### config.mk
export PLATFORM = sky130hd
export DESIGN_NAME = lse_cell
export DESIGN_NICKNAME = d
export VERILOG_FILES = /design/src/rtl/assert_macros.svh /design/src/rtl/lse_pkg.sv /design/src/rtl/lse_cell.sv
export SDC_FILE = /design/constraint.sdc
export NUM_CORES = 1
export LEC_CHECK = 0
export ABC_AREA = 1
export BUFFER_PORTS_ARGS = -buffer_cell sky130_fd_sc_hd__buf_4
export CORE_MARGIN = 5
export CORE_UTILIZATION = 35
export DETAILED_ROUTE_END_ITERATION = 12
export GPL_TIMING_DRIVEN = 0
export HOLD_SLACK_MARGIN = 0.02
export PLACE_DENSITY_LB_ADDON = 0.3
export SYNTH_ARGS = -nofsm -noshare
export SYNTH_HDL_FRONTEND = slang
export SYNTH_SLANG_ARGS = --single-unit
export TNS_END_PERCENT = 5
### constraint.sdc
create_clock -name clk -period 8.4 [get_ports clk]
set_clock_uncertainty 0.2 [all_clocks]
set_input_delay 0.42 -clock clk [delete_from_list [all_inputs] [get_ports clk]]
set_output_delay 0.42 -clock clk [all_outputs]
set_load 0.03 [all_outputs]
### src/rtl/assert_macros.svh
// Assertion helpers; every use samples on clk and is disabled during reset.
`ifndef ASSERT_MACROS_SVH
`define ASSERT_MACROS_SVH

// Condition must hold at every edge.
`define ASSERT_ALWAYS(lbl, cond, msg) \
    lbl: assert property (@(posedge clk) disable iff (!rst_n) (cond)) else $error(msg);

// Antecedent in one cycle implies consequent in the same cycle.
`define ASSERT_IMPL(lbl, ante, cons, msg) \
    lbl: assert property (@(posedge clk) disable iff (!rst_n) (ante) |-> (cons)) \
        else $error(msg);

// Antecedent in one cycle implies consequent in the next cycle.
`define ASSERT_NEXT(lbl, ante, cons, msg) \
    lbl: assert property (@(posedge clk) disable iff (!rst_n) (ante) |=> (cons)) \
        else $error(msg);

`endif

### src/rtl/lse_pkg.sv
package lse_pkg;

    localparam int DEPTH     = 64;
    localparam int WORD_BITS = 32;
    localparam int LEN_W     = $clog2(DEPTH + 1);
    localparam int IDX_W     = $clog2(DEPTH);

    typedef logic signed [WORD_BITS-1:0] word_t;
    typedef logic [LEN_W-1:0]            len_t;
    typedef logic [IDX_W-1:0]            idx_t;

    // Action codes
    typedef enum logic [3:0] {
        ACT_APPEND  = 4'd0,
        ACT_INSERT  = 4'd1,
        ACT_POP     = 4'd2,
        ACT_REMOVE  = 4'd3,
        ACT_COUNT   = 4'd4,
        ACT_FIND    = 4'd5,
        ACT_REVERSE = 4'd6,
        ACT_SORT    = 4'd7,
        ACT_CLEAR   = 4'd8,
        ACT_DUMP    = 4'd9
    } action_t;

    // Status codes
    typedef enum logic [1:0] {
        ST_OK        = 2'd0,
        ST_FULL      = 2'd1,
        ST_BAD_POS   = 2'd2,
        ST_NOT_FOUND = 2'd3
    } status_t;

    typedef struct packed {
        logic [3:0]         action;
        logic [6:0]         position;
        logic signed [31:0] value;
    } req_t;

    typedef struct packed {
        logic [1:0]         status;
        logic signed [31:0] data;
        logic               last;
    } rsp_t;

    // Per-cycle command broadcast along the cell row
    typedef enum logic [2:0] {
        CK_HOLD   = 3'd0,
        CK_WRITE  = 3'd1,
        CK_INSERT = 3'd2,
        CK_POP    = 3'd3,
        CK_ROT    = 3'd4,
        CK_SORT   = 3'd5
    } cell_kind_t;

    typedef struct packed {
        cell_kind_t kind;
        len_t       tgt;
        len_t       len;
        logic       phase;
        word_t      val;
    } cell_cmd_t;

    typedef enum logic [1:0] {
        S_IDLE = 2'd0,
        S_RUN  = 2'd1
    } state_t;

    // Sign-adjust a stored word to the 32-bit result field
    function automatic logic [31:0] word_to_data(word_t w);
        logic signed [63:0] x;
        x = 64'(w);
        return x[31:0];
    endfunction

    // Sign-adjust the 32-bit request value to a stored word
    function automatic word_t data_to_word(logic signed [31:0] v);
        logic signed [63:0] x;
        x = 64'(v);
        return x[WORD_BITS-1:0];
    endfunction

endpackage

### src/rtl/lse_cell.sv
module lse_cell (
    input  logic              clk,
    input  lse_pkg::idx_t     idx,
    input  lse_pkg::cell_cmd_t cmd,
    input  lse_pkg::word_t    left,
    input  lse_pkg::word_t    right,
    input  lse_pkg::word_t    head,
    output lse_pkg::word_t    q
);
    import lse_pkg::*;

    word_t data_reg;
    word_t data_next;
    len_t  pos;
    len_t  pos1;

    assign pos  = LEN_W'(idx);
    assign pos1 = pos + len_t'(1);
    assign q    = data_reg;

    // Pick the next word from the broadcast command and the neighbors
    always_comb
    begin
        data_next = data_reg;
        case (cmd.kind)
            CK_WRITE:
            begin
                if (pos == cmd.tgt)
                    data_next = cmd.val;
            end
            CK_INSERT:
            begin
                if (pos == cmd.tgt)
                    data_next = cmd.val;
                else if (pos > cmd.tgt)
                    data_next = left;
            end
            CK_POP:
            begin
                if (pos >= cmd.tgt)
                    data_next = right;
            end
            CK_ROT:
            begin
                if (pos1 == cmd.tgt)
                    data_next = head;
                else if (pos1 < cmd.tgt)
                    data_next = right;
            end
            CK_SORT:
            begin
                if (idx[0] == cmd.phase && pos1 < cmd.len)
                begin
                    if (right < data_reg)
                        data_next = right;
                end
                else if (idx[0] != cmd.phase && idx != '0 && pos < cmd.len)
                begin
                    if (data_reg < left)
                        data_next = left;
                end
            end
            default:
                data_next = data_reg;
        endcase
    end

    // Hold the word; payload needs no reset
    always_ff @(posedge clk)
    begin
        data_reg <= data_next;
    end

endmodule

## Yosys cells after proc, flatten, opt, wreduce, memory -nomap -nowiden

Index checks and enable logic that the tools add are counted.

- Add/subtract/negate cells: 1
- Order comparisons: 7
- Equality and inequality tests: 16
- Muxes and demuxes: 11
- Reduce and logical (&&, ||, !) cells: 6

Operator list:

| operator | count |
|---|---|
| two-way mux 32 bit | 10 |
| one-hot mux 32 bit (5 select lines) | 1 |
| less-than comparator 32 bit | 2 |
| != test 3 bit (second input constant) | 5 |
| less-than comparator 7 bit | 2 |
| AND reduction 8 bit | 1 |
| adder 6 x 1 -> 7 bit (second input constant) | 1 |
| equality test 6 x 7 -> 1 bit | 1 |
| equality test 7 bit | 1 |
| greater-or-equal comparator 6 x 7 -> 1 bit | 1 |
| greater-than comparator 6 x 7 -> 1 bit | 1 |
| less-than comparator 6 x 7 -> 1 bit | 1 |
| equality test 3 x 2 -> 1 bit (second input constant) | 2 |
| equality test 3 bit (second input constant) | 2 |
| nonzero test 6 bit | 1 |
| nonzero test 5 bit | 1 |
| != test 2 bit (second input constant) | 2 |
| equality test 3 x 1 -> 1 bit (second input constant) | 1 |
| logical AND 1 bit | 3 |
| equality test 1 bit | 1 |
| != test 1 bit | 1 |

- Flip-flop bits (word level): 32
- Bits of input ports: 153
- Output and inout port bits: 32

## Longest topological paths before layout

Gate-level depths: netlist of run 1.

- Depth after elaboration: 6
- Mapped depth: 17
- Depth with buffers taken out: 17

## Least setup slack after synthesis of run 1

OpenSTA, ideal clock, no wires.

- Path type: in2reg
- From: input port idx[0]
- To: register data_reg[0] (netlist: q[0]), enable pin
- Library setup time: 0.422 ns
- Arrival time: 3.357 ns
- Setup slack: 4.421 ns
- Cell stages on the path: 14
- Path through: ha_1 a31o_2 nand2_1 inv_1 ha_1 a21oi_1 o21ai_0 a211o_1 buf_6 nand2_1 inv_1 nand2_1 inv_1 nor2_1

- Longest elaborated chain between the ends: 5
- Elaborated cells on any way between the ends: 22
- Those cells by class: 1 x add/sub; 5 x order compare; 11 x eq/ne; 5 x reduce/logical

Ends and longest elaborated chain:

| what | RTL line | source |
|---|---|---|
| start: declaration | lse_cell.sv:3 | `input lse_pkg::idx_t idx,` |
| adder 6 x 1 -> 7 bit, or another cell as far along | lse_cell.sv:18 | `assign pos1 = pos + len_t'(1);` |
| less-than comparator 7 bit or logical AND 1 bit (tied branches) | lse_cell.sv:52, lse_cell.sv:57 |  |
| logical AND 1 bit (on tied branches) | lse_cell.sv:52, lse_cell.sv:57 |  |
| != test 3 bit (no source line) | n/a |  |
| AND reduction 8 bit (no source line) * | n/a |  |
| end signal: assignment | lse_cell.sv:71 | `data_reg <= data_next;` |
| end: declaration | lse_cell.sv:12 | `word_t data_reg;` |

Mark *: on every way between the ends. The rest lies on a longest branch, timed or not.
A chain may end at the register's enable or synchronous reset.

## Final worst setup path of run 1

- From: input port idx[0]
- To: register data_reg[10] (netlist: q[10]), enable pin

Same word-level chain as after synthesis.

==> results.md, run 1 <==
* Outcome: complete, no violations
* Post-CTS Setup Bufs at 0
* Most used standard cells in the synthesized netlist: sky130_fd_sc_hd__nand2_1 (169), sky130_fd_sc_hd__inv_1 (166), sky130_fd_sc_hd__a21oi_1 (103)
* Main combinational cell family by area after synthesis: compound AO/OA/AOI/OAI gates
* Detail Placement HPWL at 16340 um
* Type of the most critical hold path: input pin to flop
* Portion of the post-synthesis area used by sequential elements at 0.1796
* Main synth FF type: sky130_fd_sc_hd__edfxtp_1
* Latest clock arrival within the worst-skew pair at 0.29 ns
* Top cells by area in the synthesized netlist: sky130_fd_sc_hd__ha_1 (21%), sky130_fd_sc_hd__edfxtp_1 (18%), sky130_fd_sc_hd__nand2_1 (12%), sky130_fd_sc_hd__inv_1 (12%), sky130_fd_sc_hd__a21oi_1 (9.6%)
* Post-CTS clock slew at the launch and capture registers of the worst setup and hold paths at 0.06 ns
* Cell type with the highest aggregate area in the netlist: sky130_fd_sc_hd__ha_1
* Remaining global-route overflow at 0
* Setup TNS at 0 ns
* Cell chosen for the clock root: sky130_fd_sc_hd__clkbuf_16
* Maximum buffer depth of the clock tree at 2
* Total detailed-routing wirelength at 20840 um
* Final critical path time including I/O delays and setup at 3.324 ns
* Hold_buf cts at 0
* Flip-flop count of the largest register, all copies and words added at 32
* Area of the mapped netlist at 0.005351 sq mm
* IO Pins at 185
* CP Launch Type: input pin
* Per-cell routed wire length at 17.44 um
* Filler Cell Count at 1578
* Endpoint, Worst Hold: q[0]$_DFFE_PP_
* Origin of the critical flop-to-flop path: q[31]$_DFFE_PP_
* Global-route wire length before repair at 32170 um
* # rows at 45
* Number of antenna violations at the first check in global routing at 0
* CTS HTree Levels at 2
* Layout area overhead at 33.34%
* Worst Path Required at 8.19 ns
* TritonCTS Sinks at 32
* TritonCTS clock tree: done
* Placeable core region at 0.01509 sq mm
* Antenna-violating nets left at 0
* Most frequent cell after synthesis: sky130_fd_sc_hd__nand2_1
* Power per cell area at 114.4 mW/mm^2
* Number of iterations in the first detailed-routing pass at 5
* Peak fanout along the critical path at 18
* Flip-flop and latch count after synthesis at 32
* Per-instance average area after synthesis at 6.566 sq um
* Routed via count at 6323
* IO buf count at 184
* Synth Area in Simple Gates at 0.1777
* Total inserted antenna cells at 0
* Worst Path Arrival at 3.11 ns
* Pin count of the biggest net entering global routing at 19
* Pin slew with the least headroom to its limit at 0.6993 ns
* Starting Density at 0.3546
* WS Path Type: input pin to flop
* Cell variety after synth at 32
* Max capacitance violation total at 0
* Multiplexer fraction of the synthesized cell area at 0
* Xor/xnor share of the synthesized area at 0.006547
* Warnings from Yosys at 0
* Post-cts gate resize count at 0
* Portion of synthesized cell area occupied by the leading cell type at 0.2058
* Via count of the first global-routing pass at 6173
* DR DRC count at 0
* Period Utilization, post-route at 0.3957
* Cells after synthesis at 815
* Setup repair after global routing missed its margin: no
* Capturing element type of the critical path: flop
* # setup viols final at 0
* Die Y at 133.7 um
* Worst hold path cell count at 3
* Avg Vias per Cell at 5.291
* Layout cells sized above 1 at 0.2125
* Total die area at 0.01786 sq mm
* Synth Area in Compound Gates at 0.2782
* Routability-driven placement congestion ratio at 0.9210
* Leakage component of the power at 3.839 nW
* Hold Vio Cnt, Final at 0
* Max IR drop VDD at 0.07057 mV
* Terminus of the critical flop-to-flop path: q[10]$_DFFE_PP_
* Fmax at 300.9 MHz
* R2R setup slack at 5.27 ns
* Cell Count, Final, Fillers Out at 1195
* Initial drt markers at 478
* Total CTS buffers at 5
* Number of enable flip-flop cells after synthesis at 32
* Nets at 1248
* Adder-Cell Fraction of Synth Area at 0.2058
* Synth Net Count at 1056
* Global router's overall resource usage at 0.2257
* Placed cell count at 1188
* Die X-Extent at 133.7 um
* Share of synthesized flip-flops with an asynchronous set or reset at 0
* Final slew viol count at 0
* Startpoint of the lowest-slack hold path: right[0]
* Worst-case headroom to the max-slew limit at 0.5338
* Path depth of the worst reg2reg path at 12
worst max path at each step:
stage,startpoint,end,slack [ns],depth (start not counted)
after floorplan,idx[0],q[0]$_DFFE_PP_,4.42,14
after global placement,idx[0],q[12]$_DFFE_PP_,3.03,15
after detailed placement,idx[0],q[12]$_DFFE_PP_,4.85,14
after CTS,idx[0],q[12]$_DFFE_PP_,5.14,14
after global routing,idx[0],q[9]$_DFFE_PP_,4.88,15
final,idx[0],q[10]$_DFFE_PP_,5.08,14
critical path: stages:
cell	delay, ns
sky130_fd_sc_hd__buf_4	0.14
sky130_fd_sc_hd__ha_1	0.23
sky130_fd_sc_hd__xor2_1	0.18
sky130_fd_sc_hd__ha_1	0.31
sky130_fd_sc_hd__nand2_1	0.07
sky130_fd_sc_hd__nor3b_1	0.22
sky130_fd_sc_hd__nand4_1	0.13
sky130_fd_sc_hd__buf_2	0.25
sky130_fd_sc_hd__nand3_1	0.12
sky130_fd_sc_hd__nand2_1	0.05
sky130_fd_sc_hd__a21oi_1	0.11
sky130_fd_sc_hd__nand2_1	0.10
sky130_fd_sc_hd__nor2_4	0.53
sky130_fd_sc_hd__buf_16	0.25
cells in the final DEF, fill, tap and decap left out, drive strengths merged, types with 27 or more instances in the layout:
cell type  synthesis  final
a21oi            103    103
buf               17    202
edfxtp            32     32
ha                88     88
inv              168    168
nand2            169    169
nor2              37     37
o2111ai           32     32
o211ai            27     27
o21ai             75     75
cell families (layout without fill, tap and decap cells):
family / count (synthesis) / count (layout)
AO/OA/AOI/OAI: 252 / 252
AND/OR/NAND/NOR: 237 / 237
buffers and inverters: 202 / 394
adder cells (fa/ha/maj): 88 / 88
flip-flops: 32 / 32
XOR/XNOR: 4 / 4
layout make-up:
class                   instances  area, sq um  share of cell area
plain buffers                  34        183.9             0.02578
clock buffers                   5        125.1             0.01753
clock inverters                 2        7.507            0.001052
inverters                     168        630.6             0.08837
multi-input cells             581         3583              0.5022
flip-flops and latches         32        960.9              0.1347
well taps                     188        235.2             0.03297
repair buffers                185         1409              0.1974
power breakdown:
part	internal [W]	total (W)	switching, W
Sequential	0.000204	0.000222	0.0000180
Clock	0.000106	0.000184	0.0000772
Combinational	0.000172	0.000410	0.000238
per-layer routing:
| layer | global-route usage | share of wire | routed length [um] |
|---|---|---|---|
| met5 | 0 | 0 | 0 |
| met4 | 0.04571 | 0.014 | 299 |
| met3 | 0.04381 | 0.089 | 1846 |
| met2 | 0.3804 | 0.46 | 9553 |
| met1 | 0.3015 | 0.44 | 9143 |
per-stage QoR:
step | hold WS [ns] | utilization | area [sq um] | total power [W] | setup WS, ns
after floorplan | 0.4435 | - | 5351 | 0.0004592 | 4.421
after global placement | 0.5586 | 0.4618 | 6968 | 0.0006220 | 3.035
after detailed placement | 0.5629 | 0.4641 | 7003 | 0.0006306 | 4.850
after CTS | 0.2651 | 0.4729 | 7136 | 0.0008187 | 5.144
after global routing | 0.2841 | 0.4729 | 7136 | 0.0008747 | 4.884
final | 0.2702 | 0.4729 | 7136 | 0.0008161 | 5.076
No activity file was read; power rests on OpenSTA's default activity.
==> inputs of run 2 (changes only) <==
--- a/config.mk
+++ b/config.mk
@@ -5,7 +5,7 @@
 export SDC_FILE = /design/constraint.sdc
 export NUM_CORES = 1
 export LEC_CHECK = 0
-export ABC_AREA = 1
+export ABC_AREA = 0
 export BUFFER_PORTS_ARGS = -buffer_cell sky130_fd_sc_hd__buf_4
 export CORE_MARGIN = 5
 export CORE_UTILIZATION = 35
==> constraint.sdc (replaced) <==
create_clock -name clk -period 2.89 [get_ports clk]
set_clock_uncertainty 0.2 [all_clocks]
set_input_delay 0.1445 -clock clk [delete_from_list [all_inputs] [get_ports clk]]
set_output_delay 0.1445 -clock clk [all_outputs]
set_load 0.03 [all_outputs]
==> run 2 against run 1 <==
Net effect: the flow now finishes with violations (setup timing); clock-buffer cell count unchanged; worst setup slack got worse by 5.2 ns; final cell count decreased by 17%; routed wire length decreased by 14%; global-route usage decreased by 0.64 points; die area decreased by 13%; total power increased to 2.6 times the previous value; sequential cell count unchanged; combinational power increased by 140%; register-to-register slack got worse by 5.4 ns.
==> results.md, run 2 <==
* # setup viols final at 32
* Cell with the biggest individual delay on the critical path: sky130_fd_sc_hd__edfxtp_1
* Main synth FF type: sky130_fd_sc_hd__edfxtp_1
* Most used standard cells in the synthesized netlist: sky130_fd_sc_hd__nand2_1 (93), sky130_fd_sc_hd__ha_1 (88), sky130_fd_sc_hd__inv_1 (81)
* Top cells by area in the synthesized netlist: sky130_fd_sc_hd__ha_1 (24%), sky130_fd_sc_hd__edfxtp_1 (21%), sky130_fd_sc_hd__a22oi_1 (8.0%), sky130_fd_sc_hd__nand2_1 (7.6%), sky130_fd_sc_hd__inv_1 (6.6%)
* Delay-heaviest family, CP: compound AO/OA/AOI/OAI gates
* DR DRC count at 0
* Filler Cell Count at 1286
* Synth Area in Simple Gates at 0.1820
* Initial drt markers at 323
* Nets at 1058
* TritonCTS Sinks at 32
* Post-CTS clock slew at the launch and capture registers of the worst setup and hold paths at 0.06 ns
* Startpoint of the lowest-slack hold path: cmd[13]
* Flip-flop and latch count after synthesis at 32
* Peak fanout along the critical path at 7
* Area taken by flip-flops and latches at 960.9 sq um
* Crit-path cells: ha_1, a21oi_1, o21ai_1, a221o_1, a21oi_1, o21ai_2, mux2i_2, a2111oi_4, buf_6, buf_6
* Global router's overall resource usage at 0.2193
* Max IR drop VDD at 0.2485 mV
* Number of iterations in the first detailed-routing pass at 5
* Routed via count at 5357
* Area of the mapped netlist at 0.004607 sq mm
* Path depth of the worst reg2reg path at 10
* Placeable core region at 0.01309 sq mm
* Setup repair after global routing missed its margin: yes
* Die Y at 124.7 um
* Most common cell after layout, fill and taps aside: sky130_fd_sc_hd__buf_4
* IO Pins at 185
* Number of antenna violations at the first check in global routing at 0
* Multiplexer fraction of the synthesized cell area at 0.002173
* Capturing element type of the critical path: flop
* Final slew viol count at 0
* Layout area overhead at 45.52%
* Crit path buf inv count at 2
* Fmax at 333.7 MHz
* Remaining global-route overflow at 0
* Avg Vias per Cell at 5.395
* Summed area of non-filler cells in the final layout at 0.006704 sq mm
* Cell chosen for the clock root: sky130_fd_sc_hd__clkbuf_16
* Area of the multi-input gates at 0.003410 sq mm
* Main combinational cell family by area after synthesis: compound AO/OA/AOI/OAI gates
* Outcome: finished with violations
* Synth Net Count at 849
* Latest clock arrival within the worst-skew pair at 0.28 ns
* Total inserted antenna cells at 0
* Pre-CTS worst setup slack at -0.8405 ns
* Synth Area in Compound Gates at 0.2670
* Total detailed-routing wirelength at 17910 um
* Antenna-violating nets left at 0
* Period Utilization, post-route at 1.037
* Terminus of the critical flop-to-flop path: q[6]$_DFFE_PP_
* Cell type with the highest aggregate area in the netlist: sky130_fd_sc_hd__ha_1
* Power per cell area at 311.2 mW/mm^2
* Worst Path Required at 2.69 ns
* CP Launch Type: flop
* Global-route wire length before repair at 27770 um
* Total CTS buffers at 5
* Die X-Extent at 124.7 um
* Worst hold path cell count at 3
* Hold Vio Cnt, Final at 0
* IO buf count at 183
* Type of the most critical hold path: input pin to flop
* Flip-flop count of the largest register, all copies and words added at 32
* Layout cells sized above 1 at 0.3023
* Via count of the first global-routing pass at 5300
* Cells after synthesis at 608
* Violations in the final reports: setup timing
* Detail Placement HPWL at 14150 um
* Total die area at 0.01556 sq mm
* Leakage component of the power at 3.236 nW
* R2R setup slack at -0.11 ns
* Cell variety after synth at 46
* Routability-driven placement congestion ratio at 0.9231
* Most frequent cells in the layout: sky130_fd_sc_hd__buf_4 (203), sky130_fd_sc_hd__nand2_1 (93), sky130_fd_sc_hd__ha_1 (83)
* Share of synthesized flip-flops with an asynchronous set or reset at 0
* Endpoint, Worst Hold: q[13]$_DFFE_PP_
* Xor/xnor share of the synthesized area at 0.009506
* Starting Density at 0.3521
* Post-route worst setup slack at -0.1065 ns
* Highest cell delay on the worst timing path at 0.42 ns
* Pin count of the biggest net entering global routing at 13
* WS Path Type: flop to flop
* Worst Path Arrival at 2.79 ns
* CTS HTree Levels at 2
* Per-instance average area after synthesis at 7.577 sq um
* Number of enable flip-flop cells after synthesis at 32
* Final critical path time including I/O delays and setup at 2.996 ns
* Area post-placement at 0.006265 sq mm
* Max capacitance violation total at 0
* Portion of the post-synthesis area used by sequential elements at 0.2086
* TritonCTS clock tree: done
* Origin of the critical flop-to-flop path: q[17]$_DFFE_PP_
* Setup TNS at -2.560 ns
* Pin slew with the least headroom to its limit at 0.7297 ns
* Total chip power at 0.002087 W
* Per-cell routed wire length at 18.03 um
* Most frequent cell after synthesis: sky130_fd_sc_hd__nand2_1
* Warnings from Yosys at 0
* # rows at 42
* Maximum buffer depth of the clock tree at 2
* Worst-case headroom to the max-slew limit at 0.5136
* Portion of synthesized cell area occupied by the leading cell type at 0.2390
* Adder-Cell Fraction of Synth Area at 0.2390
[run 2: cell count changes in the layout (fill, tap and decap cells not counted), moves of 24 or more]
cell,change
sky130_fd_sc_hd__o2111ai_1,-32
sky130_fd_sc_hd__o21ai_1,-31
sky130_fd_sc_hd__a21oi_1,-67
sky130_fd_sc_hd__o211ai_1,-24
sky130_fd_sc_hd__a31oi_1,+33
sky130_fd_sc_hd__inv_1,-85
sky130_fd_sc_hd__nand2_1,-76
sky130_fd_sc_hd__a22oi_1,+47
[run 2: power breakdown]
part	switching (W)	total (W)	leakage, nW	internal, W
clock	0.000210	0.000519	0.0648	0.000309
combinational	0.000518	0.000966	2.87	0.000448
sequential	0.0000333	0.000601	0.301	0.000568
[run 2: worst max-delay path by stage]
stage / from / depth (start not counted) / endpoint / slack (ns)
2_1_floorplan: q[17]$_DFFE_PP_ / 8 / q[0]$_DFFE_PP_ / -0.71
3_3_place_gp: idx[0] / 11 / q[3]$_DFFE_PP_ / -1.93
3_5_place_dp: idx[0] / 13 / q[8]$_DFFE_PP_ / -0.84
4_1_cts: q[14]$_DFFE_PP_ / 10 / q[8]$_DFFE_PP_ / -0.11
5_1_grt: q[14]$_DFFE_PP_ / 10 / q[8]$_DFFE_PP_ / -0.26
6_report: q[17]$_DFFE_PP_ / 10 / q[6]$_DFFE_PP_ / -0.11
[run 2: what timing repair did]
action	4_1_cts	5_1_grt
setup buffers	12	5
hold buffers	0	0
gates resized for setup	18	25
endpoints found under the setup margin	57	61
pin swaps	9	8
[run 2: layout make-up]
| type | count | area share |
|---|---|---|
| plain buffers | 26 | 0.02221 |
| clock buffers | 5 | 0.01866 |
| inverters | 81 | 0.04535 |
| well taps | 176 | 0.03285 |
| clock inverters | 2 | 0.001120 |
| repair buffers | 202 | 0.2279 |
| multi-input cells | 469 | 0.5086 |
| flip-flops and latches | 32 | 0.1433 |
[run 2: worst reg2reg max path, delay by kind of cell, from the launching register on]
kind | cells | cell delay, ns
AO/OA/AOI/OAI | 6 | 1.28
adder cells (fa/ha/maj) | 1 | 0.34
buffers and inverters | 2 | 0.30
flip-flops | 1 | 0.42
multiplexers | 1 | 0.17
[run 2: logic make-up after synthesis]
kind of cell    after synthesis
flops                        32
buf+inv                     107
fa+ha+maj                    88
compound gates              190
mux                           1
simple gates                185
xor+xnor                      5
[run 2: metrics by stage]
step,cells,utilization,hold WS (ns)
6_report,993,0.5123,0.02098
5_1_grt,993,0.5123,0.03117
4_1_cts,988,0.5045,0.02293
3_5_place_dp,970,0.4788,0.3076
3_3_place_gp,967,0.4762,0.3042
2_1_floorplan,608,-,0.1982
[run 2: layer usage]
layer / routed length (um) / vias to the layer above / part of all wire / track usage
met2: 8233 / 244 / 0.46 / 0.3569
li1: - / 2618 / - / -
met5: 0 / - / 0 / 0
met1: 7822 / 2468 / 0.44 / 0.2947
met4: 350 / 0 / 0.020 / 0.05867
met3: 1497 / 27 / 0.084 / 0.04588
==> inputs of run 3 (changes only) <==
--- a/config.mk
+++ b/config.mk
@@ -8,7 +8,7 @@
 export ABC_AREA = 0
 export BUFFER_PORTS_ARGS = -buffer_cell sky130_fd_sc_hd__buf_4
 export CORE_MARGIN = 5
-export CORE_UTILIZATION = 35
+export CORE_UTILIZATION = 30
 export DETAILED_ROUTE_END_ITERATION = 12
 export GPL_TIMING_DRIVEN = 0
 export HOLD_SLACK_MARGIN = 0.02
==> run 3 against run 2 <==
Net effect: the flow still finishes with violations (setup timing); sequential power about the same; worst setup slack worse by 0.018 ns; via count is 2.4% lower; global-route usage down 2.5 points; largest power group unchanged; total power rose by 0.92%; routed wire length rose by 1.8%; die area is 15% higher; sequential cell count unchanged; combinational power is essentially flat; final cell count is 1.9% higher; critical path type unchanged; critical path depth did not move.
==> results.md, run 3 (synthesized netlist as in run 2, its figures left out) <==
* Most common cell after layout, fill and taps aside: sky130_fd_sc_hd__buf_4
* TritonCTS Sinks at 32
* CP Launch Type: flop
* Pre-CTS worst setup slack at -0.8449 ns
* Relative contribution of combinational cells to total power at 0.458
* Power per cell area at 310.9 mW/mm^2
* Total CTS buffers at 5
* Detail Placement HPWL at 14770 um
* Worst Path Arrival at 2.81 ns
* Fmax at 331.7 MHz
* # rows at 45
* Flop pwr share at 0.285
* Period Utilization, post-route at 1.043
* Post-CTS clock slew at the launch and capture registers of the worst setup and hold paths at 0.06 ns
* Final slew viol count at 0
* Setup repair after global routing missed its margin: yes
* Net switching fraction of the power at 0.3668
* Routability-driven placement congestion ratio at 0.8746
* Number of iterations in the first detailed-routing pass at 6
* Pin count of the biggest net entering global routing at 12
* Startpoint of the lowest-slack hold path: cmd[23]
* Final critical path time including I/O delays and setup at 3.015 ns
* Worst hold path cell count at 3
* Global router's overall resource usage at 0.1945
* Leakage component of the power at 3.263 nW
* Total inserted antenna cells at 0
* Total detailed-routing wirelength at 18220 um
* # setup viols final at 31
* Hold Slack at 0.02142 ns
* Endpoint, Worst Hold: q[23]$_DFFE_PP_
* Layout cells sized above 1 at 0.2876
* Violations in the final reports: setup timing
* Terminus of the critical flop-to-flop path: q[15]$_DFFE_PP_
* Maximum buffer depth of the clock tree at 2
* DR DRC count at 0
* Number of antenna violations at the first check in global routing at 0
* Max capacitance violation total at 0
* Nets at 1065
* Path depth of the worst reg2reg path at 10
* Post-route worst setup slack at -0.1249 ns
* Total die area at 0.01793 sq mm
* Most frequent cells in the layout: sky130_fd_sc_hd__buf_4 (194), sky130_fd_sc_hd__nand2_1 (93), sky130_fd_sc_hd__ha_1 (86)
* Placeable core region at 0.01515 sq mm
* Global-route wire length before repair at 27300 um
* Final Util at 0.4473
* Antenna-violating nets left at 0
* Peak fanout along the critical path at 11
* Pin slew with the least headroom to its limit at 0.6864 ns
* Capturing element type of the critical path: flop
* Filler Cell Count at 1535
* Initial drt markers at 364
* Int Power at 0.001333 W
* Latest clock arrival within the worst-skew pair at 0.29 ns
* Worst-case headroom to the max-slew limit at 0.5424
* TritonCTS clock tree: done
* Type of the most critical hold path: input pin to flop
* Worst Path Required at 2.69 ns
* IO buf count at 183
* Flip-flop count of the largest register, all copies and words added at 32
* Layout area overhead at 47.04%
* R2R setup slack at -0.12 ns
* Per-cell routed wire length at 18.01 um
* CTS HTree Levels at 2
* Cell chosen for the clock root: sky130_fd_sc_hd__clkbuf_16
* Starting Density at 0.3042
* Outcome: finished with violations
* IO Pins at 185
* Remaining global-route overflow at 0
* Avg Vias per Cell at 5.168
* WS Path Type: flop to flop
* Via count of the first global-routing pass at 5227
* Hold Vio Cnt, Final at 0
* Routed via count at 5230
* Clock power share at 0.257
* Origin of the critical flop-to-flop path: q[14]$_DFFE_PP_
* Max IR drop VDD at 0.1996 mV
* Die Y at 133.9 um
* Die X-Extent at 133.9 um
* Switching power summed over all nets at 0.0007723 W
-- run 3: cell types whose count changed in the layout (fill, tap and decap cells not counted), moves of 2 or more --
cell	change
sky130_fd_sc_hd__buf_4	-9
sky130_fd_sc_hd__clkbuf_1	+3
sky130_fd_sc_hd__clkbuf_2	-2
sky130_fd_sc_hd__clkbuf_4	+2
sky130_fd_sc_hd__clkinv_1	-2
sky130_fd_sc_hd__dlygate4sd3_1	+12
sky130_fd_sc_hd__ha_1	+3
sky130_fd_sc_hd__ha_4	-3
-- run 3: worst max path at each step --
stage | from | end
5_1_grt | q[31]$_DFFE_PP_ | q[8]$_DFFE_PP_
6_report | q[14]$_DFFE_PP_ | q[15]$_DFFE_PP_
3_5_place_dp | idx[0] | q[3]$_DFFE_PP_
2_1_floorplan | q[17]$_DFFE_PP_ | q[0]$_DFFE_PP_
4_1_cts | q[13]$_DFFE_PP_ | q[15]$_DFFE_PP_
3_3_place_gp | idx[0] | q[3]$_DFFE_PP_
-- run 3: what timing repair did --
item,in CTS,in global routing
pin swaps,7,8
hold buffers,12,0
endpoints found under the setup margin,59,64
gates resized for setup,17,19
endpoints found under the hold margin,12,0
setup buffers,4,7
-- run 3: layout make-up --
cell class | instances | area (sq um) | share of cell area
Buffer | 26 | 135.1 | 0.01995
Clock buffer | 6 | 128.9 | 0.01902
Clock inverter | 1 | 5.005 | 0.0007388
Inverter | 81 | 304.0 | 0.04488
Multi-Input combinational cell | 469 | 3369 | 0.4974
Sequential cell | 32 | 960.9 | 0.1419
Tap cell | 188 | 235.2 | 0.03472
Timing Repair Buffer | 209 | 1635 | 0.2414
-- run 3: layer usage --
layer,GRT usage,share of wire
met2,0.3254,0.47
met3,0.03413,0.081
met4,0.05200,0.018
met5,0,0
met1,0.2591,0.43
-- run 3: critical path: stages (launching register included) --
cell                        delay, ns
sky130_fd_sc_hd__edfxtp_1        0.45
sky130_fd_sc_hd__ha_4            0.30
sky130_fd_sc_hd__nand4_1         0.18
sky130_fd_sc_hd__nor3_4          0.31
sky130_fd_sc_hd__nor4b_4         0.24
sky130_fd_sc_hd__a211oi_2        0.08
sky130_fd_sc_hd__o21ai_2         0.16
sky130_fd_sc_hd__mux2i_2         0.12
sky130_fd_sc_hd__a2111oi_4       0.34
sky130_fd_sc_hd__buf_4           0.20
sky130_fd_sc_hd__buf_12          0.14
-- run 3: power groups by stage --
stage / clock network (W) / logic, W / registers (W)
finish: 0.000541 / 0.000964 / 0.000601
global route: 0.000565 / 0.00107 / 0.000606
CTS: 0.000545 / 0.000944 / 0.000601
detailed placement: 0 / 0.000892 / 0.000610
global placement: 0 / 0.000878 / 0.000613
floorplan: 0 / 0.000421 / 0.000673
-- run 3: stage by stage --
stage | instances | total power [W] | instance area, sq um | setup TNS, ns
2_1_floorplan | 608 | 0.001095 | 4637 | -22.75
3_3_place_gp | 979 | 0.001491 | 6246 | -82.92
3_5_place_dp | 982 | 0.001502 | 6280 | -36.81
4_1_cts | 1005 | 0.002090 | 6655 | -4.612
5_1_grt | 1012 | 0.002237 | 6774 | -10.81
6_report | 1012 | 0.002106 | 6774 | -3.064
